**src/greedy_edge_cluster_labeler_top_assert.svh**
```systemverilog
// Assertion macros for the greedy edge cluster labeler.
// Both expect signals named clk and arst_n in the enclosing scope.
`ifndef GREEDY_EDGE_CLUSTER_LABELER_TOP_ASSERT_SVH
`define GREEDY_EDGE_CLUSTER_LABELER_TOP_ASSERT_SVH

// Consequent holds in the same cycle as the antecedent.
`define GECL_ASSERT_SAME(lbl, ante, cons, msg) \
	lbl: assert property (@(posedge clk) disable iff (!arst_n) (ante) |-> (cons)) \
		else $error(msg);

// Consequent holds in the cycle after the antecedent.
`define GECL_ASSERT_NEXT(lbl, ante, cons, msg) \
	lbl: assert property (@(posedge clk) disable iff (!arst_n) (ante) |=> (cons)) \
		else $error(msg);

`endif

```
**src/gecl_pkg.sv**
```systemverilog
// ----------------------------------------------------------------------------
// gecl_pkg
// Types and constants shared by the cluster labeler modules.
// ----------------------------------------------------------------------------
`default_nettype none

package gecl_pkg;

	localparam int VID_W   = 10;
	localparam int LABEL_W = 11;
	localparam int CASE_W  = 2;

	typedef logic [LABEL_W-1:0] label_t;
	typedef logic [VID_W-1:0]   vid_t;

	// step case codes
	localparam logic [CASE_W-1:0] CASE_NEW       = 2'd0;
	localparam logic [CASE_W-1:0] CASE_JOIN_FROM = 2'd1;
	localparam logic [CASE_W-1:0] CASE_JOIN_TO   = 2'd2;
	localparam logic [CASE_W-1:0] CASE_NONE      = 2'd3;

	localparam label_t VCOUNT_RESET = 11'd1024;

	typedef struct packed {
		logic clr;     // clearing pass, write zero at sweep address
		logic accept;  // capture request, start label reads
		logic eval;    // labels available, decide and write first label
		logic wr2;     // write second label of a new cluster
	} dp_cmd_t;

	typedef struct packed {
		logic clr_done;
		logic need_wr2;
	} dp_status_t;

	typedef struct packed {
		label_t            from_label;
		label_t            to_label;
		logic [CASE_W-1:0] step_case;
		label_t            assigned_total;
		logic              all_assigned;
		logic              vertex_error;
	} result_t;

endpackage

`default_nettype wire

```
**src/gecl_ctrl.sv**
```systemverilog
// ----------------------------------------------------------------------------
// gecl_ctrl
// Sequencer: clearing pass, request accept, evaluate, second write, result valid.
// ----------------------------------------------------------------------------
`default_nettype none

module gecl_ctrl (
	input  wire logic                  clk,
	input  wire logic                  arst_n,
	input  wire logic                  s_tvalid,
	output logic                       s_tready,
	output logic                       m_tvalid,
	input  wire logic                  m_tready,
	output gecl_pkg::dp_cmd_t          cmd,
	input  wire gecl_pkg::dp_status_t  status
);
	import gecl_pkg::*;

	typedef enum logic [1:0] {
		S_CLR,
		S_IDLE,
		S_EVAL,
		S_WR2
	} state_t;

	state_t state_q;
	logic   out_valid_q;

	// a new request only when the result register is free by the next edge
	assign s_tready   = (state_q == S_IDLE) && (!out_valid_q || m_tready);
	assign m_tvalid   = out_valid_q;

	assign cmd.clr    = (state_q == S_CLR);
	assign cmd.accept = s_tvalid && s_tready;
	assign cmd.eval   = (state_q == S_EVAL);
	assign cmd.wr2    = (state_q == S_WR2);

	always_ff @(posedge clk or negedge arst_n) begin
		if (!arst_n) begin
			state_q     <= S_CLR;
			out_valid_q <= 1'b0;
		end else begin
			if (out_valid_q && m_tready) begin
				out_valid_q <= 1'b0;
			end
			unique case (state_q)
				S_CLR: begin
					if (status.clr_done) begin
						state_q <= S_IDLE;
					end
				end
				S_IDLE: begin
					if (cmd.accept) begin
						state_q <= S_EVAL;
					end
				end
				S_EVAL: begin
					if (status.need_wr2) begin
						state_q <= S_WR2;
					end else begin
						state_q     <= S_IDLE;
						out_valid_q <= 1'b1;
					end
				end
				S_WR2: begin
					state_q     <= S_IDLE;
					out_valid_q <= 1'b1;
				end
				default: begin
					state_q <= S_CLR;
				end
			endcase
		end
	end

endmodule

`default_nettype wire

```
**config.mk**
```make
export PLATFORM = sky130hd
export DESIGN_NAME = gecl_ctrl
export DESIGN_NICKNAME = d
export VERILOG_FILES = /design/src/greedy_edge_cluster_labeler_top_assert.svh /design/src/gecl_pkg.sv /design/src/gecl_ctrl.sv
export SDC_FILE = /design/constraint.sdc
export NUM_CORES = 1
export LEC_CHECK = 0
export BUFFER_PORTS_ARGS = -buffer_cell sky130_fd_sc_hd__buf_2
export CAP_MARGIN = 20
export CORE_AREA = 2 2 39 41
export DETAILED_ROUTE_END_ITERATION = 10
export DIE_AREA = 0 0 41 43
export GPL_ROUTABILITY_DRIVEN = 0
export PLACE_DENSITY = 0.43
export SETUP_SLACK_MARGIN = 0.4
export SYNTH_ARGS = -nofsm -noshare
export SYNTH_HDL_FRONTEND = slang
export SYNTH_SLANG_ARGS = --single-unit
```
**constraint.sdc**
```tcl
create_clock -name clk -period 1.8 [get_ports clk]
set_clock_uncertainty 0.05 [all_clocks]
set_input_delay 0.09 -clock clk [delete_from_list [all_inputs] [get_ports clk]]
set_output_delay 0.09 -clock clk [all_outputs]
set_load 0.05 [all_outputs]
```
==> results.cfg, run 1 <==
[run_status]
status = finished, final reports clean

[global_route]
grt_pass1_wl_um = 979
antenna_found_initial = 0
grt_max_degree = 6
grt_overflow = 0
first_global_vias = 229
track_usage = 0.0892

[floorplan]
die_w_um = 41
design.portCount = 12
dieArea_um2 = 1760
rows = 14
start_util = 0.184
die_h_um = 43
core_area_um2 = 1380

[finish]
syn2layout_area_growth_pct = 63.7
layout-drive-gt1-share = 0.561
nets = 53
diodes = 0
fill_cells = 155
fin_cells = 57
seqCellArea_um2 = 76.3
utilization = 0.302
multi_input_area_um2 = 189
design_area_um2 = 418

[critical_path]
critPathCapture = cmd[2]
crit_path_end_kind = output pin
path_class = flip-flop to output pin
r2r_start = state_q[0]$_DFFE_PN0P_
crit_required_ps = 1660
regToRegSetupSlack_ps = 510
r2r_end = state_q[1]$_DFFE_PN0P_
reg2regPathDepth = 5
cp.arrival_ps = 1230
start_kind = flip-flop
startpoint = state_q[1]$_DFFE_PN0P_
worst-path-max-fanout = 5

[placement]
dp_cells = 51
io_buffers = 11
hpwl_um = 464
pre_cts_ws_ps = 359
dpl_cell_area_um2 = 345

[timing]
slew_headroom = 0.834
finalSetupTns_ps = 0
whs_ps = 96.3
final_hold_viol_count = 0
finalCriticalPeriod_ps = 1370
post-route-period-util = 0.759
tightestPinTransition_ps = 250
fmax_mhz = 732
drv_slew = 0
finalSetupViolations = 0
setup_ws_ps = 434
rsz0062_at_grt = yes

[min_path]
min_path_type = input port to flip-flop
min_from = status[0]

[yosys]
async_flop_share = 1.00
synth_nets = 35
synth_flop_cell = dfrtp_1
synth_top_area_cell = dfrtp_1
synth_cell_types = 12
synth-seq-cells = 3
yosys_warnings = 0
synthXorXnorAreaFrac = 0
yosys.area_share.simple = 0.157
synth_area_leaders = dfrtp_1 (29%), ha_1 (25%), o221ai_4 (10%), mux2i_1 (7.8%), inv_1 (7.4%)
synth_top_area_frac = 0.294
synth_compound_area_frac = 0.152
synth_edf_count = 0
synthTopCellsByCount = ha_1 (5), inv_1 (5), dfrtp_1 (3), mux2i_1 (2), nand2_1 (2)
syn_area_um2 = 255
synth_adder_area_share = 0.245
ys_seq_area_frac = 0.294
syn_avg_cell_area_um2 = 10.6
synth_top_family_by_area = adder cells
syn_inst = 24
synth_mux_area_frac = 0.0784

[route]
ant_nets = 0
vias = 218
drc = 0
routed_wl_um = 559
wl_per_cell_um = 9.81
post_drt_via_cell_ratio = 3.82
first_pass_iters = 1
drt-initial-drc-count = 0

[power]
leakagePower_nw = 0.217
powerDensity_nw_per_um2 = 2070
finalPower_uw = 867
irDropWorstVdd_mv = 0.490

[clock_tree]
cts.path.max_buffers = 2
numCtsBuffers = 3
cts_tree = done
cts-htree-levels = 1
clockRootBuffer = clkbuf_4
cts.reportedPaths.clkPinSlew_ps = 40
cts_sinks = 3
clk_latency_ps = 230

[run]
maxCapViolCount = 0
worst min-delay path by stage:
stage | to | slack (ps) | cells after the start
5_1_grt | m_tvalid$_DFF_PN0_ | 110 | 3
6_report | m_tvalid$_DFF_PN0_ | 100 | 4
4_1_cts | m_tvalid$_DFF_PN0_ | 100 | 4
2_1_floorplan | m_tvalid$_DFF_PN0_ | -260 | 0
3_5_place_dp | state_q[0]$_DFFE_PN0P_ | -160 | 1
3_3_place_gp | state_q[0]$_DFFE_PN0P_ | -160 | 1
worst max-delay path, cell delays in order (launching register included):
cell and delay (ps):
dfrtp_1 400, inv_2 120, ha_4 160, and3_1 160, buf_6 160
placed cells by master (no fill, tap or decap):
cell type / count
nand2b_4: 1
clkbuf_4: 3
buf_6: 2
nand2_1: 2
inv_2: 2
ha_1: 2
a21oi_1: 1
ha_4: 2
buf_2: 8
nand2b_1: 1
mux2i_1: 2
dlygate4sd3_1: 1
and2_1: 1
inv_1: 3
clkbuf_1: 1
ha_2: 1
dfrtp_2: 1
o221ai_4: 1
buf_4: 2
dfrtp_1: 2
and3_1: 1
a21o_1: 1
cell families after synthesis:
group,Yosys count
compound gates,3
flops,3
simple gates,6
buf+inv,5
mux,2
fa+ha+maj,5
area by class of cell:
class / count / share of cell area
multi-input cells: 16 / 0.452
repair buffers: 13 / 0.210
flip-flops and latches: 3 / 0.183
clock buffers: 4 / 0.0629
well taps: 16 / 0.0479
inverters: 5 / 0.0449
sequential cells by signal, indices dropped and copies added (netlist names):
signal / cells
m_tvalid: 1
state_q: 2
report_power, final:
part	leakage, nW	switching, mW	internal, mW
combinational	0.166	0.381	0.221
clock	0.0150	0.0373	0.0832
sequential	0.0358	0.0419	0.103
total	0.217	0.460	0.407
layer usage:
metal | GRT usage | part of all wire | up-vias
li1 | - | - | 111
met5 | 0 | 0 | -
met1 | 0.0863 | 0.35 | 97
met2 | 0.138 | 0.57 | 10
met4 | 0.0600 | 0 | 0
met3 | 0.0471 | 0.084 | 0
repair_timing:
| item | in CTS | in global routing |
|---|---|---|
| setup buffers | 0 | 1 |
| hold endpoints to repair | 3 | 0 |
| hold buffers | 1 | 0 |
| gates resized for setup | 8 | 2 |
| endpoints found under the setup margin | 5 | 6 |
Power figures use the tool's default switching activity.
==> run 2, diff against run 1 <==
clock period = 1.4 ns   (was 1.8 ns; I/O delays follow)
==> run 2 against run 1 <==
Net effect: sequential cell count stayed put; global-route usage down 0.082 points; clock-buffer cell count did not move; highest routed layer is now met4.
==> results.cfg, run 2 (synthesis results as in run 1) <==
[timing]
fmax_mhz = 747
finalCriticalPeriod_ps = 1340
finalSetupViolations = 0
rsz0062_at_grt = yes
slew_headroom = 0.870
final_hold_viol_count = 0
drv_slew = 0
post-route-period-util = 0.956
finalSetupTns_ps = 0
whs_ps = 81.6
tightestPinTransition_ps = 195

[finish]
top_register = state_q
layout-drive-gt1-share = 0.705
nets = 56
fin_cells = 60
syn2layout_area_growth_pct = 93.6
largest_reg_flops = 2
design_area_um2 = 494
diodes = 0
layout_common_cells = buf_2 (5), buf_4 (5), ha_4 (3), clkbuf_4 (3), buf_8 (3)

[critical_path]
crit_path_end_kind = output pin
crit_required_ps = 1280
slowest_stage = dfrtp_1
worst-path-max-fanout = 5
cp.arrival_ps = 1220
slowest_delay_ps = 390
crit_buf_inv = 2
start_kind = flip-flop
crit_chain = inv_2, ha_4, and3_4, buf_8
path_delay_family = flip-flops
path_class = flip-flop to output pin
regToRegSetupSlack_ps = 120

[floorplan]
design.portCount = 12
die_w_um = 41
die_h_um = 43
start_util = 0.184
rows = 14
dieArea_um2 = 1760
core_area_um2 = 1380

[clock_tree]
cts.path.max_buffers = 2
clk_latency_ps = 240
cts.reportedPaths.clkPinSlew_ps = 40
clockRootBuffer = clkbuf_4
cts_sinks = 3
cts-htree-levels = 1
cts_tree = done
numCtsBuffers = 3

[route]
vias = 241
drt-initial-drc-count = 1
ant_nets = 0
drc = 0
wl_per_cell_um = 9.80
routed_wl_um = 588
first_pass_iters = 2
post_drt_via_cell_ratio = 4.02

[power]
leakagePower_nw = 0.238
irDropWorstVdd_mv = 0.672
switching_power_uw = 648
powerDensity_nw_per_um2 = 2690
power.internal_uw = 682
finalPower_mw = 1.33
combPwrFrac = 0.734
clockPowerShare = 0.120
p_seq_frac = 0.145
switching_share = 0.487

[min_path]
min_path_type = input port to flip-flop

[placement]
io_buffers = 11
dp_cells = 51
dpl_cell_area_um2 = 353
hpwl_um = 437

[global_route]
first_global_vias = 244
antenna_found_initial = 0
grt_max_degree = 6
track_usage = 0.0884
grt_pass1_wl_um = 945
grt_overflow = 0

[run_status]
status = finished, final reports clean

[run]
maxCapViolCount = 0
run 2: cell types whose count changed in the layout (fill, tap and decap cells not counted), sizes merged:
cell	delta
buf	+3
run 2: area by class of cell:
cell class | instances | area (µm²)
timing repair buffer | 16 | 140
multi-input combinational | 16 | 209
fill | 152 | 890
inverter | 5 | 21.3
sequential | 3 | 77.6
tap | 16 | 20.0
clock buffer | 4 | 26.3
run 2: final timing paths:
kind	startpoint	cells past startpoint	to
hold reg to reg	m_tvalid$_DFF_PN0_	2	m_tvalid$_DFF_PN0_
min in group asynchronous	arst_n	2	state_q[1]$_DFFE_PN0P_
setup / recovery	state_q[1]$_DFFE_PN0P_	4	cmd[2]
setup reg to reg	state_q[0]$_DFFE_PN0P_	5	state_q[0]$_DFFE_PN0P_
hold / removal	m_tready	3	m_tvalid$_DFF_PN0_
max in group asynchronous	arst_n	2	state_q[0]$_DFFE_PN0P_
run 2: power by group through the flow:
| stage | registers (mW) | clock network [mW] | logic, mW |
|---|---|---|---|
| final | 0.193 | 0.160 | 0.977 |
| after detailed placement | 0.179 | 0 | 0.719 |
| after floorplan | 0.217 | 0 | 0.582 |
| after global placement | 0.178 | 0 | 0.715 |
| after global routing | 0.197 | 0.172 | 1.05 |
| after CTS | 0.185 | 0.160 | 0.938 |
run 2: per-layer routing:
layer / GRT usage / routed length [µm] / up-vias / share of wire
met4: 0.100 / 31 / 0 / 0.053
met5: 0 / 0 / - / 0
met3: 0.0471 / 36 / 3 / 0.061
met1: 0.0836 / 224 / 110 / 0.38
met2: 0.119 / 296 / 13 / 0.50
li1: - / - / 115 / -
run 2: worst register-to-register path: stages, from the launching register on:
cell and delay [ps]:
dfrtp_2 460, inv_4 110, ha_4 150, inv_2 40, o221ai_4 190, mux2i_1 210
run 2: timing repair:
action | in CTS | in global routing
hold endpoints to repair | 3 | 0
hold buffers | 1 | 0
endpoints found under the setup margin | 8 | 9
buffers inserted | 3 | 1
pin swaps | 2 | 2
gates cloned | 0 | 0
gates resized for setup | 16 | 5
run 2: stage by stage:
stage,worst slack [ps],util
detailed placement,30.2,0.255
global placement,38.1,0.255
finish,61.5,0.357
CTS,62.8,0.343
global route,27.8,0.357
floorplan,117,-
==> run 3, diff against run 2 <==
CTS_BUF_LIST = sky130_fd_sc_hd__clkbuf_8   (was default)
==> run 3 against run 2 <==
Net effect: worst hold slack improved by 33 ps; final cell count stayed put; utilization grew 1.2 points; largest cell class unchanged; highest routed layer unchanged.
==> results.cfg, run 3 (synthesis results as in run 1) <==
[run_status]
status = finished, final reports clean

[clock_tree]
cts.path.max_buffers = 2
cts_sinks = 3
clockRootBuffer = clkbuf_8
cts.reportedPaths.clkPinSlew_ps = 30
cts_tree = done
cts-htree-levels = 1
clk_latency_ps = 220
numCtsBuffers = 3

[floorplan]
start_util = 0.184
rows = 14
core_area_um2 = 1380
die_w_um = 41
die_h_um = 43
dieArea_um2 = 1760
design.portCount = 12

[placement]
hpwl_um = 437
pre_cts_ws_ps = 30.2
io_buffers = 11
dpl_cell_area_um2 = 353

[finish]
diodes = 0
layout-drive-gt1-share = 0.705
design_area_um2 = 510
top_register = state_q
largest_reg_flops = 2
nets = 56
syn2layout_area_growth_pct = 100
layout_commonest_cell = buf_2
layout_common_cells = buf_2 (6), buf_4 (4)

[route]
post_drt_via_cell_ratio = 3.92
ant_nets = 0
routed_wl_um = 578
drc = 0
first_pass_iters = 1
drt-initial-drc-count = 0
vias = 235
wl_per_cell_um = 9.63

[critical_path]
crit_chain = inv_2, ha_4, and3_4, buf_8
crit_required_ps = 1280
cp.arrival_ps = 1190
slowest_delay_ps = 390
reg2regPathDepth = 5
worst-path-max-fanout = 5
crit_path_end_kind = output pin
path_delay_family = flip-flops
slowest_stage = dfrtp_1
start_kind = flip-flop
r2r_start = state_q[0]$_DFFE_PN0P_
r2r_end = state_q[0]$_DFFE_PN0P_
regToRegSetupSlack_ps = 120
crit_buf_inv = 2
path_class = flip-flop to output pin

[timing]
finalSetupTns_ps = 0
fmax_mhz = 766
tightestPinTransition_ps = 247
post-route-period-util = 0.932
finalSetupViolations = 0
slew_headroom = 0.836
finalCriticalPeriod_ps = 1310
rsz0062_at_grt = yes
setup_ws_ps = 94.9
final_hold_viol_count = 0
drv_slew = 0

[min_path]
min_from = m_tready
min_path_type = input port to flip-flop
whs_endpoint = m_tvalid$_DFF_PN0_
min_path_cells = 3

[global_route]
first_global_vias = 243
grt_overflow = 0
grt_max_degree = 6
antenna_found_initial = 0
grt_pass1_wl_um = 876
track_usage = 0.0823

[power]
finalPower_mw = 1.40
irDropWorstVdd_mv = 0.729
leakagePower_nw = 0.249
powerDensity_nw_per_um2 = 2750

[run]
maxCapViolCount = 0
-- run 3: cell types whose count changed in the layout (fill, tap and decap cells not counted) --
cell      change
buf_2         +1
inv_1         +1
clkbuf_8      +3
clkbuf_1      -1
clkbuf_4      -3
buf_4         -1
-- run 3: area by class of cell --
cell class,instances,area (µm²)
fill,149,873
timing repair buffer,16,138
multi-input combinational,16,209
sequential,3,77.6
tap,16,20.0
clock inverter,1,3.75
inverter,5,21.3
clock buffer,3,41.3
-- run 3: worst register-to-register path, cell delays in order, from the launching register on --
cell and delay, ps:
dfrtp_2 450, inv_4 100, ha_4 150, inv_2 40, o221ai_4 190, mux2i_1 210
-- run 3: worst max-delay path by stage --
stage	slack, ps	start	cells past startpoint	to
final	90	state_q[1]$_DFFE_PN0P_	4	cmd[2]
after detailed placement	30	state_q[1]$_DFFE_PN0P_	5	state_q[0]$_DFFE_PN0P_
after CTS	90	state_q[1]$_DFFE_PN0P_	4	cmd[2]
after global placement	40	state_q[1]$_DFFE_PN0P_	5	state_q[0]$_DFFE_PN0P_
after global routing	60	state_q[0]$_DFFE_PN0P_	5	state_q[0]$_DFFE_PN0P_
after floorplan	120	state_q[1]$_DFFE_PN0P_	5	state_q[0]$_DFFE_PN0P_
-- run 3: per-stage QoR --
step	std cells	hold slack, ps	util
final	60	115	0.369
after global routing	60	135	0.369
after CTS	59	121	0.352
after detailed placement	51	-181	0.255
after global placement	51	-183	0.255
after floorplan	24	-276	-
-- run 3: what timing repair did --
item / CTS / global route
buffers inserted: 3 / 1
pin swaps: 2 / 2
hold buffers: 1 / 0
endpoints found under the hold margin: 3 / 0
setup endpoints to repair: 8 / 8
resized for setup: 16 / 3
-- run 3: routing by layer --
| metal | share of wire | vias to the layer above | track usage |
|---|---|---|---|
| met5 | 0 | - | 0 |
| met1 | 0.41 | 106 | 0.0740 |
| met3 | 0.062 | 2 | 0.0471 |
| met2 | 0.51 | 12 | 0.109 |
| li1 | - | 115 | - |
| met4 | 0.017 | 0 | 0.100 |
-- run 3: report_power, final --
group	leakage (nW)	total, mW	internal (mW)	switching [mW]
registers	0.0346	0.192	0.135	0.0571
logic	0.188	0.967	0.431	0.536
clock network	0.0269	0.246	0.187	0.0588
